`src/hdl/spq_pkg.sv`:
```
// Package for the sorted-insert priority queue.
// Holds the input and result beat types and the operation codes.
// No dependencies.
`default_nettype none

package spq_pkg;

    // Operation codes carried in the mode field of an input beat.
    localparam logic MODE_PUSH = 1'b0;
    localparam logic MODE_POP  = 1'b1;

    // Width of the reported entry count.
    localparam int COUNT_W = 5;

    // One input beat.
    typedef struct packed {
        logic               mode;
        logic signed [31:0] value;
    } t_in;

    // One result beat.
    typedef struct packed {
        logic signed [31:0]   head_value;
        logic [COUNT_W-1:0]   entry_count;
        logic                 is_empty;
        logic                 is_full;
        logic                 rejected;
    } t_out;

endpackage

`default_nettype wire

```
`src/hdl/spq_ram.sv`:
```
// Entry store of the priority queue: one write port and one registered read port.
// Depends on nothing but its DEPTH parameter.
`default_nettype none

module spq_ram #(
    parameter int  DEPTH = 16,
    localparam int AW    = $clog2(DEPTH)
) (
    input  wire logic               i_clk,
    input  wire logic               i_we,
    input  wire logic [AW-1:0]      i_waddr,
    input  wire logic signed [31:0] i_wdata,
    input  wire logic               i_re,
    input  wire logic [AW-1:0]      i_raddr,
    output logic signed [31:0]      o_rdata
);

    logic signed [31:0] r_mem [DEPTH];

    // Write port.
    always_ff @(posedge i_clk) begin
        if (i_we) begin
            r_mem[i_waddr] <= i_wdata;
        end
    end

    // Registered read port.
    always_ff @(posedge i_clk) begin
        if (i_re) begin
            o_rdata <= r_mem[i_raddr];
        end
    end

endmodule

`default_nettype wire

```
`src/hdl/sorted_insert_priority_queue.sv`:
```
// A push walks back from the tail: it reads the entry ahead of the gap (S_PRD), then compares and
// writes (S_PCMP) for each entry the new value moves back, and writes the head (S_PINS) when it outranks
// all; a pop reads (S_QRD) and moves forward (S_QWR) each entry that stays. Every beat ends in S_FIN.
// Throughput: one beat at a time; a new beat is taken while a finished result still waits.
// Reset (synchronous, active low) empties the queue and sets max_first to 1.
// Depends on spq_pkg and spq_ram.
`default_nettype none

module sorted_insert_priority_queue #(
    parameter int DEPTH = 16
) (
    input  wire logic          i_clk,
    input  wire logic          i_rst_n,
    input  wire logic          i_cfg_we,
    input  wire logic          i_cfg_data,
    input  wire logic          i_in_valid,
    output logic               o_in_ready,
    input  wire spq_pkg::t_in  i_in_data,
    output logic               o_out_valid,
    input  wire logic          i_out_ready,
    output spq_pkg::t_out      o_out_data
);

    localparam int AW = $clog2(DEPTH);
    localparam int CW = $clog2(DEPTH + 1);

    typedef enum logic [6:0] {
        S_IDLE = 7'b0000001,
        S_PRD  = 7'b0000010,
        S_PCMP = 7'b0000100,
        S_PINS = 7'b0001000,
        S_QRD  = 7'b0010000,
        S_QWR  = 7'b0100000,
        S_FIN  = 7'b1000000
    } t_state;

    t_state             r_state, n_state;
    logic [CW-1:0]      r_count, n_count;
    logic [AW-1:0]      r_pos, n_pos;
    logic signed [31:0] r_val, n_val;
    logic signed [31:0] r_head, n_head;
    logic               r_rej, n_rej;
    logic               r_max_first;
    logic               r_out_valid, n_out_valid;
    spq_pkg::t_out      r_out, n_out;

    logic               w_we;
    logic [AW-1:0]      w_waddr;
    logic signed [31:0] w_wdata;
    logic               w_re;
    logic [AW-1:0]      w_raddr;
    logic signed [31:0] w_rdata;
    logic               w_outranks;
    logic               w_accept;
    logic [31:0]        w_count_ext;

    spq_ram #(
        .DEPTH(DEPTH)
    ) u_ram (
        .i_clk  (i_clk),
        .i_we   (w_we),
        .i_waddr(w_waddr),
        .i_wdata(w_wdata),
        .i_re   (w_re),
        .i_raddr(w_raddr),
        .o_rdata(w_rdata)
    );

    // Single compare, for either order: the new value strictly outranks the entry just read.
    assign w_outranks = r_max_first ? (r_val > w_rdata) : (r_val < w_rdata);

    assign o_in_ready  = (r_state == S_IDLE);
    assign w_accept    = i_in_valid && o_in_ready;
    assign o_out_valid = r_out_valid;
    assign o_out_data  = r_out;
    assign w_count_ext = 32'(r_count);

    // Sequencer: walks the store one entry at a time, a read state and then a write state per entry.
    always_comb begin
        n_state     = r_state;
        n_count     = r_count;
        n_pos       = r_pos;
        n_val       = r_val;
        n_head      = r_head;
        n_rej       = r_rej;
        n_out_valid = r_out_valid;
        n_out       = r_out;
        w_we        = 1'b0;
        w_waddr     = r_pos;
        w_wdata     = r_val;
        w_re        = 1'b0;
        w_raddr     = r_pos;

        if (r_out_valid && i_out_ready) begin
            n_out_valid = 1'b0;
        end

        case (r_state)
            S_IDLE: begin
                if (w_accept) begin
                    n_val = i_in_data.value;
                    n_rej = 1'b0;
                    if (i_in_data.mode == spq_pkg::MODE_PUSH) begin
                        if (r_count == CW'(DEPTH)) begin
                            n_rej   = 1'b1;
                            n_state = S_FIN;
                        end else if (r_count == '0) begin
                            // First entry lands at the head directly.
                            w_we    = 1'b1;
                            w_waddr = '0;
                            w_wdata = i_in_data.value;
                            n_head  = i_in_data.value;
                            n_count = r_count + CW'(1);
                            n_state = S_FIN;
                        end else begin
                            n_pos   = r_count[AW-1:0];
                            n_state = S_PRD;
                        end
                    end else begin
                        if (r_count == '0) begin
                            n_rej   = 1'b1;
                            n_state = S_FIN;
                        end else if (r_count == CW'(1)) begin
                            n_count = '0;
                            n_state = S_FIN;
                        end else begin
                            n_pos   = AW'(1);
                            n_state = S_QRD;
                        end
                    end
                end
            end
            S_PRD: begin
                // Read the entry just ahead of the gap.
                w_re    = 1'b1;
                w_raddr = r_pos - AW'(1);
                n_state = S_PCMP;
            end
            S_PCMP: begin
                w_we    = 1'b1;
                w_waddr = r_pos;
                if (w_outranks) begin
                    // Move the entry back one slot and keep walking.
                    w_wdata = w_rdata;
                    n_pos   = r_pos - AW'(1);
                    n_state = (r_pos == AW'(1)) ? S_PINS : S_PRD;
                end else begin
                    w_wdata = r_val;
                    n_count = r_count + CW'(1);
                    n_state = S_FIN;
                end
            end
            S_PINS: begin
                // The new value outranks everything held: it becomes the head.
                w_we    = 1'b1;
                w_waddr = '0;
                w_wdata = r_val;
                n_head  = r_val;
                n_count = r_count + CW'(1);
                n_state = S_FIN;
            end
            S_QRD: begin
                w_re    = 1'b1;
                w_raddr = r_pos;
                n_state = S_QWR;
            end
            S_QWR: begin
                // Move one entry forward; the first one moved is the new head.
                w_we    = 1'b1;
                w_waddr = r_pos - AW'(1);
                w_wdata = w_rdata;
                if (r_pos == AW'(1)) begin
                    n_head = w_rdata;
                end
                if ((CW + 1)'(r_pos) + (CW + 1)'(1) == (CW + 1)'(r_count)) begin
                    n_count = r_count - CW'(1);
                    n_state = S_FIN;
                end else begin
                    n_pos   = r_pos + AW'(1);
                    n_state = S_QRD;
                end
            end
            S_FIN: begin
                // Load the result beat once the output register is free.
                if (!r_out_valid || i_out_ready) begin
                    n_out_valid          = 1'b1;
                    n_out.head_value     = (r_count == '0) ? 32'sd0 : r_head;
                    n_out.entry_count    = w_count_ext[spq_pkg::COUNT_W-1:0];
                    n_out.is_empty       = (r_count == '0);
                    n_out.is_full        = (r_count == CW'(DEPTH));
                    n_out.rejected       = r_rej;
                    n_state              = S_IDLE;
                end
            end
            default: begin
                n_state = S_IDLE;
            end
        endcase
    end

    // Control registers.
    always_ff @(posedge i_clk) begin
        if (!i_rst_n) begin
            r_state     <= S_IDLE;
            r_count     <= '0;
            r_out_valid <= 1'b0;
            r_max_first <= 1'b1;
        end else begin
            r_state     <= n_state;
            r_count     <= n_count;
            r_out_valid <= n_out_valid;
            if (i_cfg_we) begin
                r_max_first <= i_cfg_data;
            end
        end
    end

    // Payload registers.
    always_ff @(posedge i_clk) begin
        r_pos  <= n_pos;
        r_val  <= n_val;
        r_head <= n_head;
        r_rej  <= n_rej;
        r_out  <= n_out;
    end

    // The count never passes the capacity.
    a_count_bound: assert property (@(posedge i_clk) disable iff (!i_rst_n)
        r_count <= CW'(DEPTH))
        else $error("entry count above capacity");

    // The insert walk never compares with a gap at the head.
    a_walk_pos: assert property (@(posedge i_clk) disable iff (!i_rst_n)
        (r_state == S_PCMP || r_state == S_PRD) |-> r_pos != '0)
        else $error("insert walk reached slot zero");

    // An accepted beat always starts work.
    a_accept_leaves_idle: assert property (@(posedge i_clk) disable iff (!i_rst_n)
        w_accept |=> r_state != S_IDLE)
        else $error("accepted beat did not start");

    // A pop walk ends inside the held entries.
    a_pop_range: assert property (@(posedge i_clk) disable iff (!i_rst_n)
        (r_state == S_QWR) |-> (CW + 1)'(r_pos) < (CW + 1)'(r_count))
        else $error("pop walk beyond held entries");

endmodule

`default_nettype wire

```
`config.mk`:
```
export PLATFORM = sky130hd
export DESIGN_NAME = sorted_insert_priority_queue
export DESIGN_NICKNAME = d
export VERILOG_FILES = /design/src/hdl/spq_pkg.sv /design/src/hdl/spq_ram.sv /design/src/hdl/sorted_insert_priority_queue.sv
export SDC_FILE = /design/constraint.sdc
export NUM_CORES = 1
export LEC_CHECK = 0
export ABC_AREA = 1
export BUFFER_PORTS_ARGS = -buffer_cell sky130_fd_sc_hd__buf_4
export CELL_PAD_IN_SITES_DETAIL_PLACEMENT = 1
export CELL_PAD_IN_SITES_GLOBAL_PLACEMENT = 1
export CORE_MARGIN = 1.5
export CORE_UTILIZATION = 45
export CTS_BUF_LIST = sky130_fd_sc_hd__clkbuf_2
export DETAILED_ROUTE_END_ITERATION = 8
export GPL_TIMING_DRIVEN = 0
export PLACE_DENSITY = 0.77
export SYNTH_ARGS = -nofsm -noshare
export SYNTH_HDL_FRONTEND = slang
export SYNTH_HIERARCHICAL = 1
export SYNTH_SLANG_ARGS = --single-unit
```
`constraint.sdc`:
```
create_clock -name i_clk -period 4.3 [get_ports i_clk]
set_clock_uncertainty 0.05 [all_clocks]
set_input_delay 0.43 -clock i_clk [delete_from_list [all_inputs] [get_ports i_clk]]
set_output_delay 0.43 -clock i_clk [all_outputs]
set_load 0.02 [all_outputs]
```
==> out/results.tsv, run 1 <==
stage	metric	value	unit
clock_network	clock_latency	1.41	ns
cells_and_area	fill_cells	7503	
cells_and_area	area_delta_synth_final	17.4	%
timing	tightest_slew	1.36	ns
power	powerDensity	712	nW/um^2
synth	synth_area_per_cell	10.1	sq um
detailed_routing	routed_wl	108	mm
detailed_routing	drcViolationCount	0	
synth	synth_area	30600	sq um
setup_path	slowest_stage	nor2_1	
timing	rsz0062_at_grt	false	
floorplanning	ioPinCount	81	
setup_path	cp_top_family	simple AND/OR/NAND/NOR gates	
synth	syn_nets	3109	
hold_path	hold_class	in2reg	
cells_and_area	final_cell_mix	nand2_1, edfxtp_1, inv_1	
setup_path	cp_data_required_time	5.31	ns
setup_path	end_kind	flop	
power	leakage	0.0158	uW
placement	io_buffers	79	
clock_network	cts_tree	built	
cells_and_area	fin_nets	3499	
setup_path	critPathMostFrequentCell	nand2_1	
global_route	grt_pass1_vias	26100	
global_route	antenna_found_initial	5	
synth	ys_seq_area_frac	0.651	
cells_and_area	multi_input_area	7940	sq um
synth	ys.warnings.count	6	
synth	synth_seq_cells	667	
setup_path	crit_buf_inv	6	
floorplanning	coreArea	67200	sq um
outcome	outcome	completed	
power	irDropWorstVdd	0.352	mV
setup_path	path_max_fanout	14	
synth	synth_edf_count	653	
clock_network	cts.htree.levels	4	
run	maxCapViolCount	0	
timing	holdWs	0.260	ns
placement	dp_slack	-1.17	ns
detailed_routing	drt-initial-drc-count	2298	
detailed_routing	wl_per_cell	24.5	microns
setup_path	arrival	5.23	ns
setup_path	start_kind	flop	
cells_and_area	final_common_cell	nand2_1	
clock_network	cts_sinks	667	
floorplanning	die_x	264	microns
timing	finalHoldViolations	0	
floorplanning	initial_utilization	0.455	
detailed_routing	detail-route-antenna-nets	0	
cells_and_area	final_cells	4421	
synth	synth-main-ff-cell	edfxtp_1	
floorplanning	dieArea	69500	sq um
cells_and_area	area.sequential	19900	sq um
synth	async_flop_share	0	
floorplanning	die_h	264	microns
cells_and_area	drive_gt1_frac	0.153	
global_route	grtUsageTotal	0.314	
timing	max_freq	0.237	GHz
clock_network	clk_pin_slew	0.12	ns
synth	ys_types	43	
setup_path	worstSetupPathType	reg2reg	
timing	finalCriticalPeriod	4.22	ns
placement	placed_cells	4000	
timing	fin_setup_tns	0	ns
setup_path	path_cells	inv_1 > ha_1 > nand2_1 > nor2_2 > inv_2 > nor2_1 > nand2_2 > buf_6 > buf_6 > nand2_1 > o21ai_0 > inv_1 > nand2_1 > nor2_4 > buf_12	
timing	slew_viol_final	0	
timing	maxSlewHeadroom	0.0864	
global_route	grt_pass1_wl	160	mm
setup_path	cpPeakStageDelay	0.51	ns
clock_network	cts_buffers	170	
cells_and_area	final_util	0.534	
detailed_routing	via_count	24300	
floorplanning	rows	95	
clock_network	cts_max_path_buffers	3	
placement	hpwl	72.8	mm
timing	layout_setup_ws	0.0810	ns
timing	fin_crit_sh	0.981	
detailed_routing	avgViaCountPerCell	5.50	
global_route	grt_max_degree	35	
clock_network	cts_root_buffer	clkbuf_2	
global_route	grt_overflow_total	0	
synth	synth_cells	3031	
placement	gp_congestion	0.917	
detailed_routing	first_pass_iters	6	
timing	setup_viol	0	
[area by class of cell]
| class | count | area share |
|---|---|---|
| clock inverters | 55 | 0.0119 |
| plain buffers | 136 | 0.0244 |
| flip-flops and latches | 667 | 0.554 |
| clock buffers | 242 | 0.0338 |
| inverters | 539 | 0.0565 |
| diodes | 2 | 0.000139 |
| multi-input cells | 1693 | 0.221 |
| repair buffers | 214 | 0.0672 |
| well taps | 873 | 0.0304 |
[sequential cells by signal, summed over array words and instances, names as in the netlist]
| signal | flops |
|---|---|
| r_max_first | 1 |
| u_ram/r_mem | 512 |
| r_rej | 1 |
| r_count | 5 |
| r_val | 32 |
| o_out_valid | 1 |
| r_head | 32 |
| r_state | 7 |
| o_out_data | 40 |
| r_pos | 4 |
| u_ram/o_rdata | 32 |
[logic make-up (layout without fill, tap and decap cells)]
logic type	after synthesis	after routing	share of synthesized area
AND/OR/NAND/NOR	1473	1477	0.203
buffers and inverters	675	1186	0.0950
flip-flops	667	667	0.651
AO/OA/AOI/OAI	168	168	0.0323
adder cells (fa/ha/maj)	39	39	0.0160
XOR/XNOR	9	9	0.00258
other	0	2	0
[routing by layer]
| metal | up-vias | global-route usage | wire [microns] |
|---|---|---|---|
| met1 | 12000 | 0.371 | 40100 |
| li1 | 10800 | - | - |
| met5 | - | 0 | 17 |
| met3 | 332 | 0.0586 | 8620 |
| met4 | 2 | 0.157 | 5320 |
| met2 | 1196 | 0.549 | 54100 |
[worst min-delay path: stages]
cell	delay, ns
dlygate4sd3_1	0.53
buf_4	0.10
dlygate4sd3_1	0.56
[stage by stage]
step                power (uW)  instance area (sq um)
floorplan                15700                  30600
global placement         19700                  32200
detailed placement       20400                  32800
CTS                      25200                  35800
global route             26700                  35900
finish                   25600                  35900
[where the power goes]
part | switching (uW) | internal, uW
clock | 2710 | 1940
combinational | 8620 | 2670
sequential | 254 | 9360
total | 11600 | 14000
[synthesized netlist by cell type (all sizes together), types with 2 or more instances]
cell | n | share of area
buf | 112 | 0.026
nor3 | 4 | 0.00066
xor2 | 9 | 0.0026
nor2 | 63 | 0.0085
inv | 538 | 0.066
a22oi | 2 | 0.00049
o21ai | 45 | 0.0074
o22ai | 2 | 0.00041
o211ai | 37 | 0.0091
o221ai | 4 | 0.0011
nand3b | 2 | 0.00049
edfxtp | 653 | 0.64
nor4 | 8 | 0.0025
nand3 | 432 | 0.071
dfxtp | 14 | 0.0092
o31ai | 2 | 0.00049
nand4 | 8 | 0.0016
a21oi | 68 | 0.011
a32oi | 3 | 0.00086
clkbuf | 24 | 0.0029
ha | 39 | 0.016
or2 | 2 | 0.00041
nand2 | 954 | 0.12
a21o | 2 | 0.00049
[repair_timing]
action,CTS,global route
gates cloned,4,0
hold endpoints to repair,564,0
buffers inserted,33,6
resized for setup,3,2
pin swaps,18,2
hold buffers,79,0
endpoints found under the setup margin,820,241
[final timing paths]
check / start / to / slack (ns) / cells past startpoint
worst min-delay path: i_in_data[27] / r_val[27] / 0.26 / 3
worst max register to register: r_count[0] / u_ram/r_mem[6][3] / 0.08 / 15
worst min register to register: r_count[2] / o_out_data[5] / 0.38 / 0
worst max-delay path: r_count[0] / u_ram/r_mem[6][3] / 0.08 / 15
No activity file was read; power rests on OpenSTA's default activity.
==> run 2: changes to the inputs <==
--- a/config.mk
+++ b/config.mk
@@ -5,7 +5,6 @@
 export SDC_FILE = /design/constraint.sdc
 export NUM_CORES = 1
 export LEC_CHECK = 0
-export ABC_AREA = 1
 export BUFFER_PORTS_ARGS = -buffer_cell sky130_fd_sc_hd__buf_4
 export CELL_PAD_IN_SITES_DETAIL_PLACEMENT = 1
 export CELL_PAD_IN_SITES_GLOBAL_PLACEMENT = 1
@@ -14,7 +13,7 @@
 export CTS_BUF_LIST = sky130_fd_sc_hd__clkbuf_2
 export DETAILED_ROUTE_END_ITERATION = 8
 export GPL_TIMING_DRIVEN = 0
-export PLACE_DENSITY = 0.77
+export PLACE_DENSITY = 0.72
 export SYNTH_ARGS = -nofsm -noshare
 export SYNTH_HDL_FRONTEND = slang
 export SYNTH_HIERARCHICAL = 1
==> out/results.tsv, run 2 <==
stage	metric	value	unit	change
outcome	outcome	finished with violations		
outcome	violations	DRC		
power	p_clk_frac	0.227		+0.045
timing	slew_viol_final	0		unchanged
setup_path	r2r-start	r_state[6]		
floorplanning	coreArea	59200	sq um	-12%
placement	hpwl	49.8	mm	-32%
power	cell_internal_pwr	11900	uW	-15%
detailed_routing	avgViaCountPerCell	5.86		+6.6%
timing	finalCriticalPeriod	4.11	ns	-0.105 ns
timing	max_freq	0.243	GHz	+2.5%
detailed_routing	drt-initial-drc-count	1679		-27%
cells_and_area	regMostFlops	u_ram/r_mem		
synth	synth_seq_cells	667		unchanged
cells_and_area	final_cells	2830		-36%
placement	gp_congestion	0.893		-2.6%
cells_and_area	fill_cells	5617		-25%
clock_network	cts.htree.levels	4		unchanged
clock_network	cts_tree	built		
cells_and_area	largest_reg_flops	512		unchanged
synth	synth_area_per_cell	17.7	sq um	+76%
global_route	grt_max_degree	36		+2.9%
global_route	antenna_found_initial	5		unchanged
global_route	grt_overflow_total	0		unchanged
global_route	use_met2	0.422		-0.127
setup_path	crit_path_start	r_state[6]		
setup_path	cp_data_required_time	5.25	ns	-0.06 ns
hold_path	hold_class	in2reg		
timing	fin_setup_tns	0	ns	unchanged
synth	synth_top_area_cell	edfxtp_1		
hold_path	min-delay-start	i_in_data[19]		
synth	syn_nets	1608		-48%
power	p_sw	6250	uW	-46%
synth	synth_area	27100	sq um	-11%
floorplanning	die_h	249	microns	-5.7%
synth	ys_seq_area_frac	0.733		+0.0824
setup_path	end_kind	flop		
global_route	busiest_layer	met2		
power	leakage	0.0112	uW	-29%
floorplanning	ioPinCount	81		unchanged
cells_and_area	final_common_cell	edfxtp_1		
floorplanning	initial_utilization	0.458		+0.00287
floorplanning	die_x	249	microns	-5.7%
timing	tightest_slew	0.915	ns	-0.442 ns
detailed_routing	via_count	16600		-32%
global_route	grt_pass1_wl	113	mm	-29%
power	powerDensity	565	nW/um^2	-21%
setup_path	start_kind	flop		
timing	finalHoldViolations	0		unchanged
placement	placed_cells	2407		-40%
power	irDropWorstVdd	0.198	mV	-44%
clock_network	cts_sinks	667		unchanged
synth	ys.warnings.count	6		unchanged
setup_path	arrival	5.06	ns	-0.17 ns
global_route	use_met1	0.315		-0.0557
detailed_routing	routed_wl	76.5	mm	-29%
run	maxCapViolCount	0		unchanged
cells_and_area	drive_gt1_frac	0.296		+0.143
global_route	grt_pass1_vias	17800		-32%
detailed_routing	drcViolationCount	26		+26
synth	synth_cells	1530		-50%
detailed_routing	first_pass_iters	7		+1
synth	synth-main-ff-cell	edfxtp_1		
synth	synth_edf_count	653		unchanged
global_route	grtUsageTotal	0.250		-0.0644
clock_network	clock_latency	1.33	ns	-0.08 ns
power	seq_power_share	0.476		+0.100
cells_and_area	area_delta_synth_final	18.6	%	
floorplanning	dieArea	61800	sq um	-11%
synth	yosys-top-cells-area	edfxtp_1, mux4_2, a22oi_1		
timing	fin_crit_sh	0.957		-0.0243
floorplanning	rows	89		-6.3%
cells_and_area	final_util	0.543		+0.00873
cells_and_area	multi_input_area	6900	sq um	-13%
global_route	grtUsageMet3	0.0550		-0.00360
synth	async_flop_share	0		unchanged
detailed_routing	detail-route-antenna-nets	0		unchanged
synth	ys_top_cells_by_count	edfxtp_1, nand2_1, mux4_2		
power	combPwrFrac	0.297		-0.145
clock_network	clk_pin_slew	0.11	ns	about the same
setup_path	path_max_fanout	35		+21
synth	netlist.area_leader.share	0.723		+0.0812
synth	synth_most_common_cell	edfxtp_1		
clock_network	cts_max_path_buffers	3		unchanged
clock_network	cts_buffers	162		-4.7%
clock_network	cts_root_buffer	clkbuf_2		
detailed_routing	wl_per_cell	27.0	microns	+11%
synth	ys_types	70		+63%
cells_and_area	final_cell_mix	edfxtp_1, clkbuf_2, nand2_1		
setup_path	worstSetupPathType	reg2reg		
placement	io_buffers	79		unchanged
timing	setup_viol	0		unchanged
cells_and_area	fin_nets	2014		-42%
power	swShare	0.344		-0.109
timing	maxSlewHeadroom	0.390		+0.303
cells_and_area	area.sequential	19900	sq um	unchanged
run 2: cell count changes in the layout (fill, tap and decap cells not counted), sizes merged, moves of 7 or more:
cell,previous run,this run
nand2,954,171
inv,541,46
nand3,432,11
mux4,0,128
a22oi,2,97
a21oi,68,22
buf,247,201
and2,0,34
nor2,67,38
nor3,4,24
nand2b,0,8
xnor2,0,8
and3,0,7
xor2,9,2
run 2: worst paths after layout:
kind                                       endpoint  slack (ns)  cells after the start
worst max-delay path             u_ram/r_mem[0][15]        0.19                     15
worst max register to register   u_ram/r_mem[0][15]        0.19                     15
worst min register to register        o_out_data[6]        0.38                      0
worst min-delay path            u_ram/r_mem[14][19]        0.18                      5
run 2: power groups by stage:
stage          logic, uW  registers [uW]  clock network [uW]
3_3_place_gp        4530            8840                   0
6_report            5400            8640                4130
2_1_floorplan       2960            8800                   0
5_1_grt             5730            8670                4550
4_1_cts             5300            8640                4220
3_5_place_dp        4950            8840                   0
run 2: final cells by class:
cell class	count	area share
repair buffers	242	0.0759
diodes	5	0.000389
multi-input cells	741	0.215
flip-flops and latches	667	0.618
inverters	41	0.00517
plain buffers	81	0.0114
clock buffers	223	0.0347
well taps	773	0.0301
clock inverters	57	0.00949
run 2: critical path: stages (launching register included):
cell and delay [ns]:
dfxtp_1 0.38, nor4_4 0.42, and2b_1 0.22, nand2_4 0.10, inv_6 0.12, nand2_4 0.09, inv_8 0.25, and3_1 0.20
buf_2 0.23, nor3_2 0.11, o21ai_0 0.15, o21ai_0 0.25, or3b_4 0.57, nor3_4 0.29, buf_16 0.20, buf_8 0.17
run 2: kinds of logic (layout without fill, tap and decap cells):
| logic type | after synthesis | after routing | share of synthesized area |
|---|---|---|---|
| xor+xnor | 11 | 11 | 0.00406 |
| buf+inv | 122 | 644 | 0.0194 |
| fa+ha+maj | 39 | 39 | 0.0180 |
| simple gates | 325 | 325 | 0.0571 |
| other cells | 0 | 5 | 0 |
| flops | 667 | 667 | 0.733 |
| mux | 131 | 131 | 0.107 |
| compound gates | 235 | 235 | 0.0608 |
run 2: repair_timing:
item	4_1_cts	5_1_grt
setup endpoints to repair	955	519
hold buffers	79	0
pin swaps	42	4
resized for setup	4	8
setup buffers	54	5
hold endpoints to repair	704	0
run 2: stage by stage:
stage	total power [uW]	hold slack, ns	setup WS (ns)	instance area, sq um
2_1_floorplan	11800	0.350	-0.0631	27100
3_3_place_gp	13400	0.369	-2.18	28700
3_5_place_dp	13800	0.372	-0.605	29400
4_1_cts	18200	0.000118	0.00448	32100
5_1_grt	19000	0.0172	-0.0269	32200
6_report	18200	0.183	0.185	32200
run 2: layer usage:
metal | up-vias | part of all wire
li1 | 7048 | -
met1 | 8620 | 0.39
met2 | 791 | 0.51
met3 | 131 | 0.070
met4 | 0 | 0.029
met5 | - | 0
